File: config.mk
export PLATFORM = sky130hd
export DESIGN_NAME = json_string_unescape
export DESIGN_NICKNAME = d
export VERILOG_FILES = /design/src/hw/rtl/jsu_pkg.sv /design/src/hw/rtl/jsu_step.sv /design/src/hw/rtl/json_string_unescape.sv
export SDC_FILE = /design/constraint.sdc
export NUM_CORES = 1
export LEC_CHECK = 0
export BUFFER_PORTS_ARGS = -buffer_cell sky130_fd_sc_hd__buf_2
export CAP_MARGIN = 30
export CORE_ASPECT_RATIO = 1.5
export CORE_MARGIN = 1
export CORE_UTILIZATION = 45
export DETAILED_ROUTE_END_ITERATION = 7
export PLACE_DENSITY = 0.7
export SLEW_MARGIN = 5
export SYNTH_ARGS = -nofsm -noshare
export SYNTH_HDL_FRONTEND = slang
export SYNTH_SLANG_ARGS = --single-unit
export TNS_END_PERCENT = 1
File: constraint.sdc
create_clock -name clk -period 2.9 [get_ports clk]
set_input_delay 0.29 -clock clk [delete_from_list [all_inputs] [get_ports clk]]
set_output_delay 0.29 -clock clk [all_outputs]
set_load 0.01 [all_outputs]
File: src/hw/rtl/jsu_pkg.sv
// ----------------------------------------------------------------------------
// jsu_pkg
// shared types, codes and helpers for the string unescape decoder
// ----------------------------------------------------------------------------
`default_nettype none

package jsu_pkg;

  localparam int unsigned ByteW  = 8;
  localparam int unsigned ErrW   = 2;
  localparam int unsigned HexCntW = 2;

  localparam logic [ByteW-1:0] ChQuote     = 8'h22;
  localparam logic [ByteW-1:0] ChBackslash = 8'h5C;
  localparam logic [ByteW-1:0] ChSlash     = 8'h2F;
  localparam logic [ByteW-1:0] ChLowerB    = 8'h62;
  localparam logic [ByteW-1:0] ChLowerF    = 8'h66;
  localparam logic [ByteW-1:0] ChLowerN    = 8'h6E;
  localparam logic [ByteW-1:0] ChLowerR    = 8'h72;
  localparam logic [ByteW-1:0] ChLowerT    = 8'h74;
  localparam logic [ByteW-1:0] ChLowerU    = 8'h75;

  localparam logic [ByteW-1:0] ChBs  = 8'h08;
  localparam logic [ByteW-1:0] ChFf  = 8'h0C;
  localparam logic [ByteW-1:0] ChLf  = 8'h0A;
  localparam logic [ByteW-1:0] ChCr  = 8'h0D;
  localparam logic [ByteW-1:0] ChTab = 8'h09;

  localparam logic [HexCntW-1:0] HexLast = 2'd3;

  localparam logic [ErrW-1:0] ErrNone  = 2'd0;
  localparam logic [ErrW-1:0] ErrQuote = 2'd1;
  localparam logic [ErrW-1:0] ErrHex   = 2'd2;

  typedef enum logic [3:0] {
    MODE_IDLE    = 4'b0001,
    MODE_STRING  = 4'b0010,
    MODE_ESCAPE  = 4'b0100,
    MODE_UNICODE = 4'b1000
  } mode_t;

  typedef struct packed {
    mode_t              mode;
    logic [HexCntW-1:0] hex_count;
    logic [ByteW-1:0]   hex_low_bits;
  } state_t;

  typedef struct packed {
    logic             has_char;
    logic [ByteW-1:0] out_byte;
    logic             string_end;
    logic [ErrW-1:0]  error_code;
  } result_t;

  typedef struct packed {
    logic       ok;
    logic [3:0] value;
  } hex_t;

  function automatic hex_t hex_value(input logic [ByteW-1:0] c);
    hex_t h;
    h.ok    = 1'b1;
    h.value = 4'd0;
    if (c >= 8'h30 && c <= 8'h39) begin
      h.value = 4'(c - 8'h30);
    end else if (c >= 8'h61 && c <= 8'h66) begin
      h.value = 4'(c - 8'h61 + 8'd10);
    end else if (c >= 8'h41 && c <= 8'h46) begin
      h.value = 4'(c - 8'h41 + 8'd10);
    end else begin
      h.ok = 1'b0;
    end
    return h;
  endfunction

endpackage

`default_nettype wire

File: src/hw/rtl/jsu_step.sv
// ----------------------------------------------------------------------------
// jsu_step
// next-state and result logic for one input byte of the decoder
// ----------------------------------------------------------------------------
`default_nettype none

module jsu_step (
  input  wire logic [jsu_pkg::ByteW-1:0] byte_i,
  input  wire jsu_pkg::state_t           state_i,
  output jsu_pkg::state_t                state_o,
  output jsu_pkg::result_t               result_o
);

  jsu_pkg::hex_t             hex;
  logic [jsu_pkg::ByteW-1:0] low_nxt;

  assign hex     = jsu_pkg::hex_value(byte_i);
  assign low_nxt = {state_i.hex_low_bits[3:0], hex.value};

  always_comb begin
    state_o  = state_i;
    result_o = '0;
    case (state_i.mode)
      jsu_pkg::MODE_STRING: begin
        if (byte_i == jsu_pkg::ChBackslash) begin
          state_o.mode = jsu_pkg::MODE_ESCAPE;
        end else if (byte_i == jsu_pkg::ChQuote) begin
          state_o.mode        = jsu_pkg::MODE_IDLE;
          result_o.string_end = 1'b1;
        end else begin
          result_o.has_char = 1'b1;
          result_o.out_byte = byte_i;
        end
      end
      jsu_pkg::MODE_ESCAPE: begin
        result_o.has_char = 1'b1;
        case (byte_i)
          jsu_pkg::ChQuote:     result_o.out_byte = jsu_pkg::ChQuote;
          jsu_pkg::ChBackslash: result_o.out_byte = jsu_pkg::ChBackslash;
          jsu_pkg::ChSlash:     result_o.out_byte = jsu_pkg::ChSlash;
          jsu_pkg::ChLowerB:    result_o.out_byte = jsu_pkg::ChBs;
          jsu_pkg::ChLowerF:    result_o.out_byte = jsu_pkg::ChFf;
          jsu_pkg::ChLowerN:    result_o.out_byte = jsu_pkg::ChLf;
          jsu_pkg::ChLowerR:    result_o.out_byte = jsu_pkg::ChCr;
          jsu_pkg::ChLowerT:    result_o.out_byte = jsu_pkg::ChTab;
          jsu_pkg::ChLowerU: begin
            result_o.has_char     = 1'b0;
            state_o.mode          = jsu_pkg::MODE_UNICODE;
            state_o.hex_count     = '0;
            state_o.hex_low_bits  = '0;
          end
          default: result_o.has_char = 1'b0;
        endcase
        if (result_o.has_char) begin
          state_o.mode = jsu_pkg::MODE_STRING;
        end
      end
      jsu_pkg::MODE_UNICODE: begin
        if (!hex.ok) begin
          result_o.error_code  = jsu_pkg::ErrHex;
          state_o.mode         = jsu_pkg::MODE_IDLE;
          state_o.hex_count    = '0;
          state_o.hex_low_bits = '0;
        end else if (state_i.hex_count == jsu_pkg::HexLast) begin
          result_o.has_char    = 1'b1;
          result_o.out_byte    = low_nxt;
          state_o.mode         = jsu_pkg::MODE_STRING;
          state_o.hex_count    = '0;
          state_o.hex_low_bits = '0;
        end else begin
          state_o.hex_count    = state_i.hex_count + 2'd1;
          state_o.hex_low_bits = low_nxt;
        end
      end
      default: begin
        // idle: waiting for the opening quote
        if (byte_i == jsu_pkg::ChQuote) begin
          state_o.mode = jsu_pkg::MODE_STRING;
        end else begin
          state_o.mode        = jsu_pkg::MODE_IDLE;
          result_o.error_code = jsu_pkg::ErrQuote;
        end
      end
    endcase
  end

endmodule

`default_nettype wire

File: src/hw/rtl/json_string_unescape.sv
// ----------------------------------------------------------------------------
// json_string_unescape
// decodes one quoted string literal, one raw byte per beat
// ----------------------------------------------------------------------------
// Input channel in_valid/in_stall/in_byte carries raw bytes, starting with the
// opening quote. Every accepted beat gives exactly one result beat on
// out_valid/out_stall with has_char, out_byte, string_end and error_code.
// A beat is taken when valid is high and stall is low.
// An accepted byte is held in the input register, decoded against the mode
// register, and its result is held in the result register, which drives the
// outputs. Throughput is one byte per cycle while the receiver does not stall,
// set by the single decode pass from input register to result register.
// Reset puts the decoder in idle, waiting for an opening quote, and empties
// both registers. While the receiver stalls, the result register holds its
// beat, one more byte is taken into the input register, and then in_stall
// rises until the result is taken.
// Errors (missing opening quote, bad hex digit) return the decoder to idle.
// ----------------------------------------------------------------------------
`default_nettype none

module json_string_unescape (
  input  wire logic                        clk,
  input  wire logic                        rst_n,
  input  wire logic                        in_valid,
  output logic                             in_stall,
  input  wire logic [jsu_pkg::ByteW-1:0]   in_byte,
  output logic                             out_valid,
  input  wire logic                        out_stall,
  output logic                             out_has_char,
  output logic [jsu_pkg::ByteW-1:0]        out_byte,
  output logic                             out_string_end,
  output logic [jsu_pkg::ErrW-1:0]         out_error_code
);

  logic                      in_valid_r;
  logic [jsu_pkg::ByteW-1:0] in_byte_r;
  logic                      out_valid_r;
  jsu_pkg::result_t          result_r;
  jsu_pkg::state_t           state_r;
  jsu_pkg::state_t           state_nxt;
  jsu_pkg::result_t          result_nxt;
  logic                      advance;
  logic                      in_take;

  assign advance  = in_valid_r && (!out_valid_r || !out_stall);
  assign in_stall = in_valid_r && !advance;
  assign in_take  = in_valid && !in_stall;

  jsu_step u_step (
    .byte_i   (in_byte_r),
    .state_i  (state_r),
    .state_o  (state_nxt),
    .result_o (result_nxt)
  );

  always_ff @(posedge clk) begin
    if (!rst_n) begin
      in_valid_r  <= 1'b0;
      out_valid_r <= 1'b0;
      state_r     <= '{mode: jsu_pkg::MODE_IDLE, hex_count: '0, hex_low_bits: '0};
    end else begin
      if (in_take) begin
        in_valid_r <= 1'b1;
      end else if (advance) begin
        in_valid_r <= 1'b0;
      end
      if (advance) begin
        out_valid_r <= 1'b1;
        state_r     <= state_nxt;
      end else if (!out_stall) begin
        out_valid_r <= 1'b0;
      end
    end
  end

  always_ff @(posedge clk) begin
    if (in_take) begin
      in_byte_r <= in_byte;
    end
    if (advance) begin
      result_r <= result_nxt;
    end
  end

  assign out_valid      = out_valid_r;
  assign out_has_char   = result_r.has_char;
  assign out_byte       = result_r.out_byte;
  assign out_string_end = result_r.string_end;
  assign out_error_code = result_r.error_code;

  a_end_clean: assert property (@(posedge clk) disable iff (!rst_n)
    out_valid_r && result_r.string_end |->
      !result_r.has_char && result_r.error_code == jsu_pkg::ErrNone)
    else $error("string end beat carries a byte or an error");

  a_end_idle: assert property (@(posedge clk) disable iff (!rst_n)
    out_valid_r && result_r.string_end |-> state_r.mode == jsu_pkg::MODE_IDLE)
    else $error("decoder not idle after closing quote");

  a_hex_err_clear: assert property (@(posedge clk) disable iff (!rst_n)
    out_valid_r && result_r.error_code == jsu_pkg::ErrHex |->
      state_r.mode == jsu_pkg::MODE_IDLE && state_r.hex_count == '0 &&
      state_r.hex_low_bits == '0)
    else $error("hex error did not clear the unicode state");

  a_in_hold: assert property (@(posedge clk) disable iff (!rst_n)
    in_valid_r && !advance |=> in_valid_r && $stable(in_byte_r))
    else $error("held input byte lost while result stalled");

endmodule

`default_nettype wire
==> results of run 1 <==
[stage by stage]
| stage | total power [uW] | instance area (um2) |
|---|---|---|
| finish | 1028 | 2173 |
| global route | 1060 | 2173 |
| CTS | 1034 | 2173 |
| detailed placement | 604.0 | 2057 |
| global placement | 603.9 | 2057 |
| floorplan | 574.8 | 1866 |
[path summary, 6_finish.rpt]
kind / from / endpoint / slack, ns / depth (start not counted)
worst min-delay path: in_byte[3] / in_byte_r[3]$_DFFE_PP_ / 0.18 / 1
worst min register to register: state_r[2]$_SDFFE_PN0P_ / state_r[2]$_SDFFE_PN0P_ / 0.46 / 2
worst max-delay path: in_byte_r[0]$_DFFE_PP_ / out_byte[0]$_DFFE_PP_ / 0.22 / 8
worst max register to register: in_byte_r[0]$_DFFE_PP_ / out_byte[0]$_DFFE_PP_ / 0.22 / 8
[synth_stat cells (2+ instances only)]
| library cell | instances | area share (%) |
|---|---|---|
| nand4bb_1 | 3 | 1.8 |
| nor4bb_1 | 2 | 1.1 |
| o211ai_1 | 2 | 0.80 |
| nor3_1 | 3 | 0.80 |
| nand3_1 | 10 | 2.7 |
| xor2_1 | 2 | 0.94 |
| a211oi_2 | 2 | 1.3 |
| buf_2 | 4 | 1.1 |
| inv_1 | 6 | 1.2 |
| nand2b_1 | 6 | 2.0 |
| a21oi_1 | 13 | 3.5 |
| nor2_1 | 15 | 3.0 |
| nor4b_2 | 3 | 2.4 |
| a31oi_1 | 5 | 1.7 |
| nand2_1 | 11 | 2.2 |
| o21ai_1 | 4 | 1.1 |
| ha_1 | 5 | 3.4 |
| edfxtp_1 | 20 | 32 |
| clkbuf_1 | 3 | 0.60 |
| nor3b_1 | 3 | 1.2 |
| and3_1 | 3 | 1.0 |
| xnor2_1 | 2 | 0.94 |
| o21ai_0 | 3 | 0.80 |
| nor4_1 | 2 | 0.67 |
| dfxtp_1 | 12 | 13 |
| a221o_1 | 3 | 1.6 |
| nor2b_1 | 5 | 1.7 |
| nor4b_1 | 2 | 0.94 |
[final cells by class]
cell class              count  area (um2)
clock buffers               6       82.58
multi-input cells         135       955.9
well taps                  45       56.30
clock inverters             2       33.78
fillers                   363        1785
inverters                   7       26.28
flip-flops and latches     32       840.8
repair buffers             32       177.7
[report_power, final]
group          internal (uW)  switching [uW]  total, uW
clock                    276             156        432
combinational           34.7            44.8       79.5
sequential               497            18.4        516
[logic make-up after synthesis]
logic type / share of synthesized area, %
compound gates: 19.92
xor+xnor: 1.878
fa+ha+maj: 3.353
buf+inv: 3.688
flops: 45.07
mux: 0.5366
simple gates: 25.55
[metal layers]
metal,wire (um),global-route usage [%]
met1,1651,24.97
met2,2229,36.46
met3,176,5.056
met4,106,9.487
met5,0,0
[cell usage in the layout, fill, tap and decap left out, types with 4 or more instances in the layout]
cell type,instances
dfxtp_1,12
edfxtp_1,20
nand2_1,11
nor2_1,15
o21ai_1,4
a21oi_1,13
nand3_1,10
buf_2,25
clkbuf_8,6
nand2b_1,6
inv_1,6
nor2b_1,5
buf_4,7
ha_1,5
a31oi_1,5
[worst max-delay path: cells and delay by family, from the launching register on]
kind / cells / cell delay [ns]
AND/OR/NAND/NOR: 4 / 1.32
flip-flops: 1 / 0.49
AO/OA/AOI/OAI: 2 / 0.29
adder cells (fa/ha/maj): 1 / 0.29
buffers and inverters: 1 / 0.12
[flip-flops by register name, indices dropped and copies added (netlist names)]
register and cells:
state_r 10, out_string_end 1, out_valid 1, out_byte 8, out_has_char 1, out_error_code 2
in_byte_r 8, in_valid_r 1
==> results.json, run 1 <==
{
  "place_inst": 251,
  "drcViolationCount": 0,
  "clkTransAtPathRegs_ns": 0.06,
  "path_cells": "inv_1, ha_1, nor3b_1, nor4bb_1, or2_1, and3_1, a21oi_1, o21ai_1",
  "max_freq_mhz": 373.7,
  "coreArea_mm2": 0.003959,
  "antennaDiodeCount": 0,
  "grt_pass1_vias": 1425,
  "synth-async-reset-ratio_pct": 0,
  "stdcell_count": 259,
  "dieArea_mm2": 0.004412,
  "tns_ns": 0,
  "clkLatencyLatePin_ns": 0.29,
  "slew_headroom_pct": 56.39,
  "worstSetupPathType": "reg2reg",
  "cp_slowest_cell": "nor4bb_1",
  "skew_ns": 0.008409,
  "cp_data_required_time_ns": 3.03,
  "layout-drive-gt1-share_pct": 23.36,
  "ir_drop_v": 0.0003363,
  "worstPathArrival_ns": 2.80,
  "portBuffers": 25,
  "fin_nets": 230,
  "fp.dieW_um": 54.57,
  "grt_max_degree": 19,
  "grt_pass1_wl_um": 6762,
  "gp_congestion": 0.8703,
  "maxCapViolations": 0,
  "totalWireLength_um": 4164,
  "yosysWarnings": 0,
  "drt_first_iter_violations": 53,
  "hold_violations": 0,
  "finalWorstSetupSlack_ns": 0.2243,
  "synth.distinct_cells": 56,
  "hold_class": "in2reg",
  "via_count": 1552,
  "start_util_pct": 47.12,
  "hpwl_um": 3137,
  "wl_per_cell_um": 16.08,
  "path_max_fanout": 8,
  "tightest_slew_ns": 0.6453,
  "grt-ovfl-total": 0,
  "cts_tree": "yes",
  "vias_per_cell": 5.992,
  "post-place-ws_ns": 0.3194,
  "num_io_pins": 26,
  "cts-root-buf": "clkbuf_8",
  "ys.flop_type": "edfxtp_1",
  "syn_to_final_growth_pct": 16.50,
  "end_kind": "register",
  "cts_buffers": 5,
  "gr-usage-all-layers_pct": 21.59,
  "postLayoutCoreUtil_pct": 54.90,
  "htreeDepth": 2,
  "period_share_pct": 92.27,
  "power_leakage_uw": 0.0008160,
  "postCtsSetupBuffers": 0,
  "ctsResizeCount": 0,
  "setup_viol": 0,
  "grt_antenna_before_repair": 0,
  "synth_seq_area_share_pct": 45.07,
  "synth_cells": 182,
  "holdBufCountCts": 0,
  "ant_nets": 0,
  "fin_crit_ns": 2.676,
  "slowest_delay_ns": 0.61,
  "num_rows": 28,
  "synth_seq_cells": 32,
  "outcome": "finished, final reports clean",
  "first_pass_iters": 4,
  "avgSynthCellArea_um2": 10.25,
  "clockBufferDepth": 2,
  "rsz0062_at_grt": "false",
  "dieHeight_um": 80.86,
  "cts_sinks": 32,
  "power_density_mw_per_mm2": 472.9,
  "fin_hold_ws_ns": 0.1804,
  "synth-edff-count": 20,
  "syn_area_mm2": 0.001866,
  "synth_nets": 199,
  "drv_slew": 0,
  "cp-start-kind": "register"
}
Power figures use the tool's default switching activity.
==> inputs of run 2 (changes only) <==
- GPL_ROUTABILITY_DRIVEN: default -> 1
- GPL_TIMING_DRIVEN: default -> 0
==> run 2 against run 1 <==
Worst setup slack worse by 0.024 ns. Utilization down 0.76 points. Critical path depth increased by 1. Cell count up 0.39%. Power is 10% lower. Non-clock buffer count increased by 1. Fmax shrank 0.90%.
==> results.json, run 2 (synthesis gave the netlist of run 1 again) <==
{
  "final_area_mm2": 0.002143,
  "dieHeight_um": 80.86,
  "gr-usage-all-layers_pct": 20.94,
  "top_register": "state_r",
  "maxCapViolations": 0,
  "postCtsSetupBuffers": 0,
  "cp_slowest_cell": "edfxtp_1",
  "end_kind": "register",
  "slew_headroom_pct": 41.79,
  "clkLatencyLatePin_ns": 0.29,
  "clockBufferDepth": 2,
  "clkTransAtPathRegs_ns": 0.06,
  "coreArea_mm2": 0.003959,
  "slowest_delay_ns": 0.53,
  "final_cell_mix": "29 x buf_2, 20 x edfxtp_1, 15 x nor2_1",
  "num_io_pins": 26,
  "holdBufCountCts": 0,
  "skew_ns": 0.008158,
  "cts_sinks": 32,
  "use_met2_pct": 35.85,
  "cts-root-buf": "clkbuf_8",
  "grt-ovfl-total": 0,
  "ant_nets": 0,
  "dieArea_mm2": 0.004412,
  "cpLargestDelayFamily": "compound AO/OA/AOI/OAI gates",
  "grt_pass1_wl_um": 6617,
  "start_util_pct": 47.12,
  "totalWireLength_um": 4184,
  "drcViolationCount": 0,
  "rsz0062_at_grt": "false",
  "hold_violations": 0,
  "tightest_slew_ns": 0.8610,
  "cts_tree": "yes",
  "vias_per_cell": 5.977,
  "fin_crit_ns": 2.700,
  "cp_data_required_time_ns": 2.93,
  "syn_to_final_growth_pct": 14.89,
  "grt_max_degree": 16,
  "hold_class": "in2reg",
  "mostFrequentLayoutCell": "buf_2",
  "drv_slew": 0,
  "grt_pass1_vias": 1391,
  "wl_per_cell_um": 16.09,
  "critical_path.most_common_cell": "inv_1",
  "htreeDepth": 2,
  "tns_ns": 0,
  "cp-start-kind": "register",
  "placed_area_mm2": 0.002047,
  "met1_usage_pct": 24.03,
  "place_inst": 252,
  "ctsResizeCount": 0,
  "max_freq_mhz": 370.4,
  "busiest_layer": "met2",
  "fp.dieW_um": 54.57,
  "setup_viol": 0,
  "drt_first_iter_violations": 64,
  "worstPathArrival_ns": 2.73,
  "portBuffers": 25,
  "worstSetupPathType": "reg2reg",
  "ir_drop_v": 0.0004293,
  "layout-drive-gt1-share_pct": 22.79,
  "power_leakage_uw": 0.0007940,
  "first_pass_iters": 4,
  "fin_hold_ws_ns": 0.1769,
  "stdcell_count": 260,
  "outcome": "finished, final reports clean",
  "cts_buffers": 5,
  "finalPower_uw": 920.7,
  "num_rows": 28,
  "hpwl_um": 3041,
  "antennaDiodeCount": 0,
  "grt_antenna_before_repair": 0,
  "via_count": 1554,
  "gp_congestion": 0.9831,
  "crit_buf_inv": 3,
  "power_density_mw_per_mm2": 429.6,
  "largest_register_ffs": 10,
  "period_share_pct": 93.11,
  "use_met3_pct": 4.682,
  "nFillCells": 375,
  "path_cells": "inv_1, ha_1, o21bai_1, a211oi_4, or2_1, and3_1, buf_2, a222oi_1, inv_1",
  "fin_nets": 231,
  "path_max_fanout": 10
}
-- run 2: cell types whose count changed in the layout (fill, tap and decap cells not counted), moves of 2 or more --
cell and delta:
buf_2 +4, clkbuf_1 +3, clkinv_2 +2, buf_4 -7
-- run 2: metrics by stage --
step                worst slack, ns  utilization, %
floorplan                    0.5883               -
global placement             0.2234           51.71
detailed placement           0.2207           51.71
CTS                          0.1949           53.79
global route                0.01100           54.14
finish                       0.1999           54.14
-- run 2: path summary, 6_finish.rpt --
path	depth (start not counted)	endpoint	startpoint	slack [ns]
setup / recovery	9	out_byte[5]$_DFFE_PP_	in_byte_r[0]$_DFFE_PP_	0.20
hold / removal	1	in_byte_r[7]$_DFFE_PP_	in_byte[7]	0.18
setup reg to reg	9	out_byte[5]$_DFFE_PP_	in_byte_r[0]$_DFFE_PP_	0.20
hold reg to reg	2	state_r[0]$_SDFFE_PN0P_	state_r[0]$_SDFFE_PN0P_	0.46
-- run 2: power by group --
group          total (uW)  leakage, uW  internal, uW  switching (uW)
sequential            509     0.000289           497            11.1
combinational        91.7     0.000460          35.6            56.2
clock                 320    0.0000453           162             158
total                 921     0.000794           695             225
-- run 2: final cells by class --
cell class | count | area (um2) | area share [%]
multi-input cells | 135 | 969.7 | 45.24
clock buffers | 5 | 68.82 | 3.211
flip-flops and latches | 32 | 840.8 | 39.23
plain buffers | 8 | 42.54 | 1.985
inverters | 7 | 26.28 | 1.226
repair buffers | 25 | 125.1 | 5.838
clock inverters | 3 | 13.76 | 0.6421
well taps | 45 | 56.30 | 2.627
-- run 2: routing by layer --
metal | up-vias | share of wire (%)
li1 | 759 | -
met1 | 702 | 39
met2 | 80 | 52
met3 | 13 | 5.8
met4 | 0 | 2.5
met5 | - | 0
==> inputs of run 3 (changes only) <==
- SLEW_MARGIN: 5 -> default
- SYNTH_HIERARCHICAL: default -> 1
==> run 3 against run 2 <==
Fmax is 9.9% higher. Die area is 0.52% lower. Area after synthesis is 0.54% lower. Utilization is 0.54 points lower. Critical path type unchanged.
==> results.json, run 3 <==
{
  "max_freq_mhz": 407.2,
  "cts-root-buf": "clkbuf_8",
  "gr-usage-all-layers_pct": 21.23,
  "avgSynthCellArea_um2": 10.25,
  "cp-start-kind": "register",
  "largest_register_ffs": 10,
  "cp_slowest_cell": "edfxtp_1",
  "finalWorstSetupSlack_ns": 0.4441,
  "top_register": "state_r",
  "synth_cells": 181,
  "gp_congestion": 0.9073,
  "clkLatencyLatePin_ns": 0.28,
  "syn_area_mm2": 0.001856,
  "period_share_pct": 84.69,
  "clockBufferDepth": 2,
  "cp.depth": 8,
  "min_from": "in_byte[5]",
  "clkTransAtPathRegs_ns": 0.06,
  "drt_first_iter_violations": 37,
  "tns_ns": 0,
  "dieHeight_um": 80.65,
  "dieArea_mm2": 0.004390,
  "power_leakage_uw": 0.0007685,
  "num_rows": 28,
  "ant_nets": 0,
  "fp.dieW_um": 54.43,
  "cts_tree": "yes",
  "antennaDiodeCount": 0,
  "slew_headroom_pct": 39.62,
  "tightest_slew_ns": 0.8932,
  "grt_antenna_before_repair": 0,
  "first_pass_iters": 4,
  "hold_violations": 0,
  "worstSetupPathType": "reg2reg",
  "grt_pass1_wl_um": 6575,
  "fin_crit_ns": 2.456,
  "outcome": "finished, final reports clean",
  "nFillCells": 384,
  "hold_depth": 1,
  "start_util_pct": 46.87,
  "fin_nets": 229,
  "yosysWarnings": 6,
  "post-place-ws_ns": 0.4635,
  "path_cells": "inv_1, ha_1, o21bai_1, a21o_1, clkbuf_1, o22ai_1, a32oi_1, o21ai_0",
  "holdBufCountCts": 0,
  "synth_nets": 198,
  "via_count": 1489,
  "vias_per_cell": 5.771,
  "portBuffers": 24,
  "postCtsSetupBuffers": 0,
  "totalWireLength_um": 3896,
  "drv_slew": 0,
  "wl_per_cell_um": 15.10,
  "crit_path_start": "in_byte_r[0]$_DFFE_PP_",
  "power_density_mw_per_mm2": 435.9,
  "cts_sinks": 32,
  "grt-ovfl-total": 0,
  "cpLargestDelayFamily": "compound AO/OA/AOI/OAI gates",
  "setup_viol": 0,
  "grt_pass1_vias": 1394,
  "hpwl_um": 2926,
  "syn_to_final_growth_pct": 14.36,
  "final_cell_mix": "30 x nand2_1, 27 x buf_2, 20 x edfxtp_1",
  "cts_buffers": 5,
  "rsz0062_at_grt": "false",
  "drcViolationCount": 0,
  "r2r_cells": 8,
  "mostFrequentLayoutCell": "nand2_1",
  "num_io_pins": 26,
  "layout-drive-gt1-share_pct": 20.66,
  "grt_max_degree": 20,
  "htreeDepth": 2,
  "slowest_delay_ns": 0.51,
  "cp_data_required_time_ns": 2.91,
  "path_max_fanout": 10,
  "ctsResizeCount": 0,
  "reg2reg_from": "in_byte_r[0]$_DFFE_PP_",
  "end_kind": "register",
  "worstPathArrival_ns": 2.47,
  "coreArea_mm2": 0.003959,
  "crit_buf_inv": 2,
  "hold_class": "in2reg",
  "maxCapViolations": 0,
  "skew_ns": 0.005707,
  "ir_drop_v": 0.0003752
}
==> run 3: metal layers <==
layer / track usage (%) / share of wire, % / vias to the layer above
met5: 0 / 0 / -
met4: 10.51 / 2.4 / 0
met3: 5.303 / 4.8 / 8
met2: 35.49 / 52 / 60
met1: 23.94 / 40 / 674
li1: - / - / 747
==> run 3: cell type report <==
cell class	instances	area [um2]	share of cell area (%)
Timing Repair Buffer	24	120.1	5.660
Multi-Input combinational cell	136	945.9	44.58
Buffer	9	53.80	2.535
Inverter	4	15.01	0.7075
Sequential cell	32	840.8	39.62
Tap cell	45	56.30	2.653
Clock buffer	8	90.09	4.245
==> run 3: per-stage QoR <==
step | instances | power, uW | hold slack [ns] | cell area [um2] | utilization (%)
2_1_floorplan | 181 | 569.6 | 0.3889 | 1856 | -
3_3_place_gp | 250 | 596.2 | 0.4669 | 2032 | 51.33
3_5_place_dp | 250 | 597.5 | 0.4681 | 2032 | 51.33
4_1_cts | 258 | 937.4 | 0.1786 | 2122 | 53.60
5_1_grt | 258 | 966.3 | 0.1738 | 2122 | 53.60
6_report | 258 | 925.0 | 0.1873 | 2122 | 53.60
==> run 3: worst paths after layout <==
kind | end | slack (ns)
setup / recovery | out_byte[1]$_DFFE_PP_ | 0.44
hold / removal | in_byte_r[5]$_DFFE_PP_ | 0.19
setup reg to reg | out_byte[1]$_DFFE_PP_ | 0.44
hold reg to reg | state_r[9]$_SDFFE_PN0P_ | 0.48
==> run 3: power breakdown <==
group,switching [uW],total [uW],internal [uW]
Combinational,44.8,78.4,33.6
Clock,144,337,193
Sequential,12.0,510,498
Total,201,925,724
